==> config.mk <==
export PLATFORM = sky130hd
export DESIGN_NAME = sample_to_gray_pixel_scaler_flat
export DESIGN_NICKNAME = d
export VERILOG_FILES = /design/src/sv/sgps_pkg.sv /design/src/sv/sgps_if.sv /design/src/sv/sample_to_gray_pixel_scaler.sv /design/src/sv/sgps_div.sv /design/src/sv/sgps_sqrt.sv /design/src/flat_wrapper.sv
export SDC_FILE = /design/constraint.sdc
export NUM_CORES = 2
export LEC_CHECK = 0
export BUFFER_PORTS_ARGS = -buffer_cell sky130_fd_sc_hd__clkbuf_2
export CAP_MARGIN = 25
export CELL_PAD_IN_SITES_DETAIL_PLACEMENT = 0
export CELL_PAD_IN_SITES_GLOBAL_PLACEMENT = 1
export CORE_ASPECT_RATIO = 0.9
export CORE_MARGIN = 2
export CORE_UTILIZATION = 45
export DETAILED_ROUTE_END_ITERATION = 10
export PLACE_DENSITY_LB_ADDON = 0.1
export RECOVER_POWER = 100
export SKIP_CTS_REPAIR_TIMING = 1
export SLEW_MARGIN = 20
export SYNTH_ARGS = -nofsm -noshare
export SYNTH_HDL_FRONTEND = slang
export SYNTH_SLANG_ARGS = --single-unit
==> constraint.sdc <==
create_clock -name clk -period 21.6 [get_ports clk]
set_clock_uncertainty 0.05 [all_clocks]
set_input_delay 3.24 -clock clk [delete_from_list [all_inputs] [get_ports clk]]
set_output_delay 3.24 -clock clk [all_outputs]
set_load 0.01 [all_outputs]
==> src/sv/sgps_pkg.sv <==
// Shared types and constants of the sample-to-gray pixel scaler.
// Used by the channel interfaces, the divider, the square-root unit and the top level.
// Depends on nothing.
package sgps_pkg;

    // Default sample and register width
    localparam int SAMPLE_WIDTH_DEF = 32;

    // Gray level width and its fixed levels
    localparam int GRAY_WIDTH = 8;
    localparam logic [GRAY_WIDTH-1:0] GRAY_BLANK = 8'd0;
    localparam logic [GRAY_WIDTH-1:0] GRAY_MIN   = 8'd1;
    localparam logic [GRAY_WIDTH-1:0] GRAY_MAX   = 8'd254;

    // Configuration register indexes
    localparam int CFG_INDEX_WIDTH = 2;
    typedef enum logic [CFG_INDEX_WIDTH-1:0] {
        REG_LOW       = 2'd0,
        REG_HIGH      = 2'd1,
        REG_BLANK     = 2'd2,
        REG_SQRT_MODE = 2'd3
    } reg_index_t;

    // Register reset values, truncated to the sample width at use
    localparam logic signed [63:0] LOW_RESET   = 64'sd0;
    localparam logic signed [63:0] HIGH_RESET  = 64'sd65535;
    localparam logic signed [63:0] BLANK_RESET = -64'sd2147483648;

    // Quotient bits of the scaled division, and the two scale factors
    localparam int QBITS = 18;
    localparam logic [QBITS-1:0] LIN_SCALE  = 18'd508;
    localparam logic [QBITS-1:0] SQRT_SCALE = 18'd258064;

    // Square-root steps: one result bit each, over a QBITS-bit radicand
    localparam int SQRT_STEPS = QBITS / 2;
    localparam int ROOT_WIDTH = QBITS + 1;

    // Side information that travels with each request down the pipeline
    typedef struct packed {
        logic                  mode;
        logic                  fixed_en;
        logic [GRAY_WIDTH-1:0] fixed_gray;
    } side_t;

endpackage

==> src/sv/sgps_if.sv <==
// Valid/ready channel interfaces of the sample-to-gray pixel scaler:
// sample input, gray output and configuration write.
// Depends on sgps_pkg.
interface sgps_sample_if #(
    parameter int SAMPLE_WIDTH = sgps_pkg::SAMPLE_WIDTH_DEF
);
    logic                           valid;
    logic                           ready;
    logic signed [SAMPLE_WIDTH-1:0] sample;

    modport source (output valid, output sample, input ready);
    modport sink (input valid, input sample, output ready);
endinterface

interface sgps_gray_if;
    logic                            valid;
    logic                            ready;
    logic [sgps_pkg::GRAY_WIDTH-1:0] gray;

    modport source (output valid, output gray, input ready);
    modport sink (input valid, input gray, output ready);
endinterface

interface sgps_cfg_if #(
    parameter int SAMPLE_WIDTH = sgps_pkg::SAMPLE_WIDTH_DEF
);
    logic                                 valid;
    logic                                 ready;
    logic [sgps_pkg::CFG_INDEX_WIDTH-1:0] index;
    logic [SAMPLE_WIDTH-1:0]              data;

    modport source (output valid, output index, output data, input ready);
    modport sink (input valid, input index, input data, output ready);
endinterface

==> src/sv/sample_to_gray_pixel_scaler.sv <==
// Sample-to-gray pixel scaler: maps one signed sample to an 8-bit gray level.
// Throughput: one sample per cycle unless the output stalls a full pipeline. The level is registered
// through 31 stages, the first loaded at the accepting edge: compare and clamp 2, multiply 1,
// divider 18 at one quotient bit each, square root 9, output 1.
// Empty stages close up while the output is stalled; reset clears all valid bits and
// loads low 0, high 65535, blank -2^31, linear mode. Depends on sgps_pkg, sgps_if, div, sqrt.
module sample_to_gray_pixel_scaler #(
    parameter int SAMPLE_WIDTH = sgps_pkg::SAMPLE_WIDTH_DEF
) (
    input  logic           clk,
    input  logic           rst_n,
    sgps_sample_if.sink    samples,
    sgps_gray_if.source    grays,
    sgps_cfg_if.sink       cfg
);

    localparam int QB         = sgps_pkg::QBITS;
    localparam int RW         = sgps_pkg::ROOT_WIDTH;
    localparam int GW         = sgps_pkg::GRAY_WIDTH;
    localparam int PROD_WIDTH = SAMPLE_WIDTH + QB;
    localparam int DIV_FIRST  = 3;
    localparam int SQRT_FIRST = DIV_FIRST + QB;
    localparam int OUT_STAGE  = SQRT_FIRST + sgps_pkg::SQRT_STEPS;
    localparam int NSTAGE     = OUT_STAGE + 1;

    // Clip a level to the non-blank range
    function automatic logic [GW-1:0] clip_level(input logic [RW-1:0] v);
        if (v < RW'(sgps_pkg::GRAY_MIN))
            return sgps_pkg::GRAY_MIN;
        else if (v > RW'(sgps_pkg::GRAY_MAX))
            return sgps_pkg::GRAY_MAX;
        else
            return v[GW-1:0];
    endfunction

    // Configuration registers
    logic signed [SAMPLE_WIDTH-1:0] low_reg;
    logic signed [SAMPLE_WIDTH-1:0] high_reg;
    logic signed [SAMPLE_WIDTH-1:0] blank_reg;
    logic                           mode_reg;

    // Values derived from the window, refreshed every cycle
    logic [SAMPLE_WIDTH-1:0] span_reg;
    logic                    empty_reg;
    logic                    inverted_reg;

    // Pipeline control
    logic [NSTAGE-1:0] v_reg;
    logic [NSTAGE-1:0] v_next;
    logic [NSTAGE-1:0] en;
    logic              advance;

    // Stage A: captured sample and its compares
    logic signed [SAMPLE_WIDTH-1:0] a_sample_reg;
    logic                           a_blank_reg;
    logic                           a_below_reg;
    logic                           a_above_reg;

    // Stage B: offset into the window
    logic [SAMPLE_WIDTH-1:0] b_d_reg;
    sgps_pkg::side_t         b_side_reg;
    sgps_pkg::side_t         b_side_next;

    // Stage C: scaled numerator
    logic [QB-1:0]         scale;
    logic [PROD_WIDTH-1:0] c_prod_reg;
    logic [PROD_WIDTH-1:0] c_prod_next;
    sgps_pkg::side_t       c_side_reg;

    // Divider and square-root links
    logic [QB-1:0]     div_q;
    sgps_pkg::side_t   div_side;
    logic [QB:0]       lin_sum;
    sgps_pkg::side_t   sq_side_in;
    logic [RW-1:0]     sq_root;
    sgps_pkg::side_t   sq_side;
    logic [RW:0]       root_sum;

    // Output register
    logic [GW-1:0] gray_reg;
    logic [GW-1:0] gray_next;

    // Take register writes; every index names a register
    assign cfg.ready = 1'b1;

    always_ff @(posedge clk or negedge rst_n)
    begin
        if (!rst_n)
        begin
            low_reg   <= SAMPLE_WIDTH'(sgps_pkg::LOW_RESET);
            high_reg  <= SAMPLE_WIDTH'(sgps_pkg::HIGH_RESET);
            blank_reg <= SAMPLE_WIDTH'(sgps_pkg::BLANK_RESET);
            mode_reg  <= 1'b0;
        end
        else if (cfg.valid && cfg.ready)
        begin
            unique case (sgps_pkg::reg_index_t'(cfg.index))
                sgps_pkg::REG_LOW:       low_reg   <= cfg.data;
                sgps_pkg::REG_HIGH:      high_reg  <= cfg.data;
                sgps_pkg::REG_BLANK:     blank_reg <= cfg.data;
                sgps_pkg::REG_SQRT_MODE: mode_reg  <= cfg.data[0];
                default:                 mode_reg  <= mode_reg;
            endcase
        end
    end

    // Precompute window span and its special shapes
    always_ff @(posedge clk)
    begin
        span_reg     <= SAMPLE_WIDTH'(high_reg - low_reg);
        empty_reg    <= high_reg == low_reg;
        inverted_reg <= high_reg < low_reg;
    end

    // A stage may load when any stage at or after it is empty, or the output drains
    assign advance = !v_reg[NSTAGE-1] || grays.ready;

    for (genvar i = 0; i < NSTAGE; i++) begin : g_en
        assign en[i] = advance || !(&v_reg[NSTAGE-1:i]);
    end

    assign samples.ready = en[0];
    assign v_next = (en & {v_reg[NSTAGE-2:0], samples.valid}) | (~en & v_reg);

    always_ff @(posedge clk or negedge rst_n)
    begin
        if (!rst_n)
            v_reg <= '0;
        else
            v_reg <= v_next;
    end

    // Stage A: compare the raw sample against blank and window edges
    always_ff @(posedge clk)
    begin
        if (en[0])
        begin
            a_sample_reg <= samples.sample;
            a_blank_reg  <= samples.sample == blank_reg;
            a_below_reg  <= samples.sample < low_reg;
            a_above_reg  <= samples.sample > high_reg;
        end
    end

    // Stage B: clamp and offset; mark blank, empty and inverted windows as fixed levels
    always_comb
    begin
        b_side_next.mode       = mode_reg;
        b_side_next.fixed_en   = a_blank_reg || empty_reg || inverted_reg;
        if (a_blank_reg)
            b_side_next.fixed_gray = sgps_pkg::GRAY_BLANK;
        else if (empty_reg)
            b_side_next.fixed_gray = sgps_pkg::GRAY_MIN;
        else
            b_side_next.fixed_gray = sgps_pkg::GRAY_MAX;
    end

    always_ff @(posedge clk)
    begin
        if (en[1])
        begin
            if (a_above_reg)
                b_d_reg <= span_reg;
            else if (a_below_reg)
                b_d_reg <= '0;
            else
                b_d_reg <= SAMPLE_WIDTH'(a_sample_reg - low_reg);
            b_side_reg <= b_side_next;
        end
    end

    // Stage C: scale the offset for the selected curve
    assign scale       = b_side_reg.mode ? sgps_pkg::SQRT_SCALE : sgps_pkg::LIN_SCALE;
    assign c_prod_next = PROD_WIDTH'(b_d_reg) * PROD_WIDTH'(scale);

    always_ff @(posedge clk)
    begin
        if (en[2])
        begin
            c_prod_reg <= c_prod_next;
            c_side_reg <= b_side_reg;
        end
    end

    // Divide by the window span
    sgps_div #(
        .DATA_WIDTH (SAMPLE_WIDTH)
    ) u_div (
        .clk           (clk),
        .en            (en[DIV_FIRST +: QB]),
        .divisor       (span_reg),
        .dividend      (c_prod_reg),
        .side          (c_side_reg),
        .quotient      (div_q),
        .quotient_side (div_side)
    );

    // Finish a linear level here; it rides through the root stages as fixed
    assign lin_sum = {1'b0, div_q} + (QB + 1)'(1);

    always_comb
    begin
        sq_side_in = div_side;
        if (!div_side.fixed_en && !div_side.mode)
        begin
            sq_side_in.fixed_en   = 1'b1;
            sq_side_in.fixed_gray = clip_level({1'b0, lin_sum[QB:1]});
        end
    end

    sgps_sqrt u_sqrt (
        .clk       (clk),
        .en        (en[SQRT_FIRST +: sgps_pkg::SQRT_STEPS]),
        .radicand  (div_q),
        .side      (sq_side_in),
        .root      (sq_root),
        .root_side (sq_side)
    );

    // Output stage: round the root, or pass a fixed level
    assign root_sum  = {1'b0, sq_root} + (RW + 1)'(1);
    assign gray_next = sq_side.fixed_en ? sq_side.fixed_gray : clip_level(root_sum[RW:1]);

    always_ff @(posedge clk)
    begin
        if (en[OUT_STAGE])
            gray_reg <= gray_next;
    end

    assign grays.valid = v_reg[NSTAGE-1];
    assign grays.gray  = gray_reg;

endmodule

==> src/sv/sgps_div.sv <==
// Pipelined restoring divider: one quotient bit per stage, QBITS stages.
// Computes floor(dividend / divisor) where the quotient fits in QBITS bits.
// Depends on sgps_pkg.
module sgps_div #(
    parameter int DATA_WIDTH = sgps_pkg::SAMPLE_WIDTH_DEF
) (
    input  logic                                  clk,
    input  logic [sgps_pkg::QBITS-1:0]            en,
    input  logic [DATA_WIDTH-1:0]                 divisor,
    input  logic [DATA_WIDTH+sgps_pkg::QBITS-1:0] dividend,
    input  sgps_pkg::side_t                       side,
    output logic [sgps_pkg::QBITS-1:0]            quotient,
    output sgps_pkg::side_t                       quotient_side
);

    localparam int QB = sgps_pkg::QBITS;

    logic [DATA_WIDTH-1:0] rem_reg  [QB];
    logic [QB-1:0]         tail_reg [QB];
    logic [QB-1:0]         quo_reg  [QB];
    sgps_pkg::side_t       side_reg [QB];

    for (genvar j = 0; j < QB; j++) begin : g_step
        logic [DATA_WIDTH-1:0] rem_prev;
        logic [QB-1:0]         tail_prev;
        logic [QB-1:0]         quo_prev;
        sgps_pkg::side_t       side_prev;
        logic [DATA_WIDTH:0]   trial;
        logic                  take;
        logic [DATA_WIDTH-1:0] rem_next;
        logic [QB-1:0]         tail_next;
        logic [QB-1:0]         quo_next;

        // Load the upper dividend bits as the first partial remainder
        if (j == 0) begin : g_head
            assign rem_prev  = dividend[DATA_WIDTH+QB-1:QB];
            assign tail_prev = dividend[QB-1:0];
            assign quo_prev  = '0;
            assign side_prev = side;
        end else begin : g_link
            assign rem_prev  = rem_reg[j-1];
            assign tail_prev = tail_reg[j-1];
            assign quo_prev  = quo_reg[j-1];
            assign side_prev = side_reg[j-1];
        end

        // Bring down one bit, subtract the divisor where it fits
        assign trial     = {rem_prev, tail_prev[QB-1]};
        assign take      = trial >= {1'b0, divisor};
        assign rem_next  = take ? DATA_WIDTH'(trial - {1'b0, divisor})
                                : trial[DATA_WIDTH-1:0];
        assign tail_next = {tail_prev[QB-2:0], 1'b0};
        assign quo_next  = {quo_prev[QB-2:0], take};

        always_ff @(posedge clk)
        begin
            if (en[j])
            begin
                rem_reg[j]  <= rem_next;
                tail_reg[j] <= tail_next;
                quo_reg[j]  <= quo_next;
                side_reg[j] <= side_prev;
            end
        end
    end

    assign quotient      = quo_reg[QB-1];
    assign quotient_side = side_reg[QB-1];

endmodule

==> src/sv/sgps_sqrt.sv <==
// Pipelined integer square root: one root bit per stage, SQRT_STEPS stages.
// Returns floor(sqrt(radicand)) for a QBITS-bit radicand.
// Depends on sgps_pkg.
module sgps_sqrt (
    input  logic                                clk,
    input  logic [sgps_pkg::SQRT_STEPS-1:0]     en,
    input  logic [sgps_pkg::QBITS-1:0]          radicand,
    input  sgps_pkg::side_t                     side,
    output logic [sgps_pkg::ROOT_WIDTH-1:0]     root,
    output sgps_pkg::side_t                     root_side
);

    localparam int STEPS = sgps_pkg::SQRT_STEPS;
    localparam int XW    = sgps_pkg::QBITS;
    localparam int RW    = sgps_pkg::ROOT_WIDTH;

    logic [XW-1:0]   x_reg    [STEPS];
    logic [RW-1:0]   root_reg [STEPS];
    sgps_pkg::side_t side_reg [STEPS];

    for (genvar j = 0; j < STEPS; j++) begin : g_step
        localparam logic [RW-1:0] BIT = RW'(1) << (2 * (STEPS - 1 - j));

        logic [XW-1:0]   x_prev;
        logic [RW-1:0]   root_prev;
        sgps_pkg::side_t side_prev;
        logic [RW-1:0]   trial;
        logic            take;
        logic [XW-1:0]   x_next;
        logic [RW-1:0]   root_next;

        if (j == 0) begin : g_head
            assign x_prev    = radicand;
            assign root_prev = '0;
            assign side_prev = side;
        end else begin : g_link
            assign x_prev    = x_reg[j-1];
            assign root_prev = root_reg[j-1];
            assign side_prev = side_reg[j-1];
        end

        // Try the next root bit, keep it where the remainder allows
        assign trial     = root_prev + BIT;
        assign take      = {1'b0, x_prev} >= trial;
        assign x_next    = take ? XW'({1'b0, x_prev} - trial) : x_prev;
        assign root_next = take ? (root_prev >> 1) + BIT : root_prev >> 1;

        always_ff @(posedge clk)
        begin
            if (en[j])
            begin
                x_reg[j]    <= x_next;
                root_reg[j] <= root_next;
                side_reg[j] <= side_prev;
            end
        end
    end

    assign root      = root_reg[STEPS-1];
    assign root_side = side_reg[STEPS-1];

endmodule
==> src/flat_wrapper.sv <==
// flat-port wrapper written by rule: the top's interface ports become plain ports
module sample_to_gray_pixel_scaler_flat 
#(
    parameter int SAMPLE_WIDTH = sgps_pkg::SAMPLE_WIDTH_DEF
)
  (clk, rst_n, samples_valid, samples_sample, samples_ready, grays_valid, grays_gray, grays_ready, cfg_valid, cfg_index, cfg_data, cfg_ready);
  sgps_sample_if #(.SAMPLE_WIDTH(SAMPLE_WIDTH)) samples_i ();
  sgps_gray_if grays_i ();
  sgps_cfg_if #(.SAMPLE_WIDTH(SAMPLE_WIDTH)) cfg_i ();
  input  logic clk;
  input  logic rst_n;
  input wire logic [$bits(samples_i.valid)-1:0] samples_valid;
  input wire logic [$bits(samples_i.sample)-1:0] samples_sample;
  output wire logic [$bits(samples_i.ready)-1:0] samples_ready;
  output wire logic [$bits(grays_i.valid)-1:0] grays_valid;
  output wire logic [$bits(grays_i.gray)-1:0] grays_gray;
  input wire logic [$bits(grays_i.ready)-1:0] grays_ready;
  input wire logic [$bits(cfg_i.valid)-1:0] cfg_valid;
  input wire logic [$bits(cfg_i.index)-1:0] cfg_index;
  input wire logic [$bits(cfg_i.data)-1:0] cfg_data;
  output wire logic [$bits(cfg_i.ready)-1:0] cfg_ready;
  assign samples_i.valid = samples_valid;
  assign samples_i.sample = samples_sample;
  assign samples_ready = samples_i.ready;
  assign grays_valid = grays_i.valid;
  assign grays_gray = grays_i.gray;
  assign grays_i.ready = grays_ready;
  assign cfg_i.valid = cfg_valid;
  assign cfg_i.index = cfg_index;
  assign cfg_i.data = cfg_data;
  assign cfg_ready = cfg_i.ready;
  sample_to_gray_pixel_scaler #(.SAMPLE_WIDTH(SAMPLE_WIDTH)) u_core (.clk(clk), .rst_n(rst_n), .samples(samples_i), .grays(grays_i), .cfg(cfg_i));
endmodule
==> summary by stage <==
Finish
The area growth from synthesis to layout is 9.37%. The flip-flop count of the largest register after layout is about 540. The layout has approximately 20k filler cells. Once layout is done, the placed cells without fillers occupy roughly 110,000 µm².

In the final layout, the share of cells above drive strength 1 is 0.0752. For this run, the post-layout net count is approximately 11k.

Worst setup path
STA classifies the critical path startpoint as a primary input. The worst setup path is captured at an output pin. The internal reg-to-reg setup slack is 10.78 ns. Measured in cells, the most critical reg-to-reg path has a length of 15. The critical path endpoint is samples_ready. The critical path's largest stage delay is 2.17 ns.

The slowest stage of the critical path is the sky130_fd_sc_hd__clkbuf_1 cell. In this run the critical register-to-register path is captured at u_core.c_prod_reg[30]. At the worst endpoint, the required time is between 15 and 20 ns. The launching instance or port of the critical path is grays_ready.

The worst setup path is of the in2out kind. The signal on the critical path passes through clkbuf_2 -> nand2b_1 -> nor2_1 -> inv_1 -> nor2_1 -> nand2_1 -> nor3_1 -> and2_0 -> clkinv_1 -> clkbuf_1 -> nor3_1 -> nand3_2 -> clkbuf_1 -> nor2_1 -> nand3_1 -> clkbuf_1. For the worst setup path, the data arrival time is 12.08 ns. The highest fanout seen on the critical path is 54.

Clock tree
The H-tree was split into 4 levels. Clock-pin slew was measured on the worst setup and hold paths at about 0.070 ns. The number of sinks driven by the clock tree is between 1k and 1.5k. The root buffer selected by CTS is sky130_fd_sc_hd__clkbuf_16.

The CTS tree is yes. The worst-case clock buffer depth is 3. The clock latency on the worst-skew pair is 0.85 ns.

Buffers inserted during clock tree synthesis total around 170.

Place
Detailed placement ended at an HPWL of around 200 mm. The standard cell area after detailed placement is approximately 100,000 µm². At the placement stage, the worst setup path has a slack of around 9.6 ns.

The congestion estimate from routability-driven global placement came to around 0.9. Input and output buffers added on the ports amount to 80.

Floorplan
Pin placement for this block handled 82 I/O pins. The floorplan has ~160 rows. The initial utilization of the core area, before any placement, comes to 0.452. The horizontal die dimension is between 500 and 600 µm. The die outline area is 226,000 µm².

The height of the die is 451 µm. In this run the standard cell core region covers 222,000 µm².

Timing
Measured against its own limit, the worst slew margin works out to -2.23. The actual slew at the worst max-slew pin is 4.85 ns. The number of hold-slack violations in the final timing report came to 0. The max-slew violation count was approximately 2.1k. The worst-case setup margin in the final layout is about 6.2 ns. Static timing analysis puts the maximum clock frequency at approximately 65 MHz. For the final routed database, the setup TNS stands at 0 ns.

Setup violations remaining at the end of the flow were counted as 0. In the finished design, the share of the clock period the worst path needs comes to 0.712. Setup repair after global routing left no endpoint under its margin.

The clock period could shrink to ~15 ns.

Yosys
The number of different library cells in the post-synthesis netlist is between 90 and 100. Yosys mapped a number of flops with a built-in enable equal to around 1.3k. The Yosys step of the flow raised 0 warnings. The number of synthesized register bits is around 1.5k. Counting every net in the synthesized netlist gives 10.5k. The sequential fraction of the synthesis area is 0.431.

In the synthesized netlist the dominant register cell turns out to be sky130_fd_sc_hd__edfxtp_1. The area of the mapped netlist is 100,000 µm². In this run the mean area of a mapped cell was between 10 and 15 µm². In the synthesized netlist, the number of instances is about 9k. The proportion of register bits with asynchronous set or reset after synthesis is 0.0871.

Drt
The pre-antenna-repair detailed-routing pass consisted of 8 iterations. The routed length per placed instance is roughly 22 µm. The remaining antenna violation count is 0. Using the TritonRoute via totals, the vias-per-cell ratio works out to between 5 and 6. The routed design has 273 mm of wire.

The count of vias placed by the detailed router is ~70k. The DRC violation count after routing is 0. The first routing iteration left about 5.3k violations.

Worst hold path
The min-delay analysis places its worst path in the category reg2reg. The worst min-delay path startpoint is u_core.c_side_reg[6]. The cell depth of the worst min-delay path is 0.

GRT
Entering global routing, the biggest net connects 92 pins. The first global-routing pass estimated 415 mm of wire. The global-route total usage across every layer is 0.238.

After global routing the overflow that remains totals 0. The initial antenna violation count came to 18. The number of global-route vias before repair was just under 70k.

Flow run
The reported max-cap violation count is 45.

Outcome
The run finished, with violations left. The checks that failed: capacitance limit, slew limit.
==> cell usage in the layout (no fill, tap or decap), types with 127 or more instances in the layout <==
cell,n
sky130_fd_sc_hd__ha_1,932
sky130_fd_sc_hd__mux2_2,245
sky130_fd_sc_hd__nor2_1,508
sky130_fd_sc_hd__nand2_1,527
sky130_fd_sc_hd__fa_1,294
sky130_fd_sc_hd__clkbuf_16,167
sky130_fd_sc_hd__nand2b_1,157
sky130_fd_sc_hd__nand3_1,161
sky130_fd_sc_hd__o21a_1,130
sky130_fd_sc_hd__o21ai_0,503
sky130_fd_sc_hd__a21oi_1,668
sky130_fd_sc_hd__clkbuf_1,133
sky130_fd_sc_hd__nor3_1,138
sky130_fd_sc_hd__a21o_1,335
sky130_fd_sc_hd__inv_1,824
sky130_fd_sc_hd__xnor2_1,390
sky130_fd_sc_hd__xor2_1,261
sky130_fd_sc_hd__mux2_1,129
sky130_fd_sc_hd__edfxtp_1,1308
sky130_fd_sc_hd__nor2b_1,127
==> per-layer routing <==
metal	global-route usage	wire (µm)	share of wire
met1	0.363	135000	0.49
met4	0.0541	6180	0.023
met3	0.0354	14700	0.054
met2	0.357	117000	0.43
met5	0	11	0.000040
==> worst min-delay path by stage <==
| stage | endpoint | slack (ns) |
|---|---|---|
| 5_1_grt | u_core.u_div.side_reg[0][7] | 0.32 |
| 2_1_floorplan | u_core.c_side_reg[0] | 0.35 |
| 3_3_place_gp | u_core.u_div.side_reg[4][9] | 0.35 |
| 3_5_place_dp | u_core.u_div.quo_reg[11][4] | 0.35 |
| 4_1_cts | u_core.u_div.side_reg[0][7] | 0.28 |
| 6_report | u_core.u_div.side_reg[0][7] | 0.30 |
==> cells in the mapped netlist, drive strengths merged, types with 163 or more instances <==
master     n  area share
edfxtp  1308        0.39
ha       932        0.12
inv      848       0.032
a21oi    669       0.034
nand2    532       0.020
o21ai    509       0.026
nor2     508       0.019
xnor2    390       0.034
mux2     374       0.043
a21o     335       0.025
fa       294       0.059
xor2     261       0.023
nand3    163      0.0081
==> worst max-delay path, delay by kind of cell <==
kind                   cells  cell delay [ns]
and+or+nand+nor           10             3.51
buffers and inverters      6             5.26
==> area by class of cell <==
| type | instances | area, µm² | area share |
|---|---|---|---|
| flip-flops and latches | 1470 | 43200 | 0.394 |
| multi-input cells | 6675 | 52800 | 0.482 |
| inverters | 848 | 3180 | 0.0291 |
| clock inverters | 111 | 1410 | 0.0129 |
| well taps | 2905 | 3630 | 0.0332 |
| diodes | 6 | 15.0 | 0.000137 |
| clock buffers | 201 | 4360 | 0.0398 |
| repair buffers | 182 | 885 | 0.00808 |
==> kinds of logic (layout without fill, tap and decap cells) <==
logic type,Yosys count,in the layout,share of synthesized area
flops,1470,1470,0.431
other cells,1,7,0.0000375
compound gates,2279,2279,0.146
simple gates,2112,2112,0.104
mux,398,398,0.0454
buf+inv,1039,1342,0.0404
fa+ha+maj,1234,1234,0.176
xor+xnor,651,651,0.0570
==> per-stage QoR <==
stage / std cells / hold slack (ns) / util
2_1_floorplan: 9184 / 0.350 / -
3_3_place_gp: 12100 / 0.350 / 0.470
3_5_place_dp: 12100 / 0.355 / 0.470
4_1_cts: 12400 / 0.282 / 0.496
5_1_grt: 12400 / 0.315 / 0.494
6_report: 12400 / 0.299 / 0.494
Power is left out: the tool's default activity adds up to more than one toggle a clock period on the data nets, which glitch-free logic cannot reach.
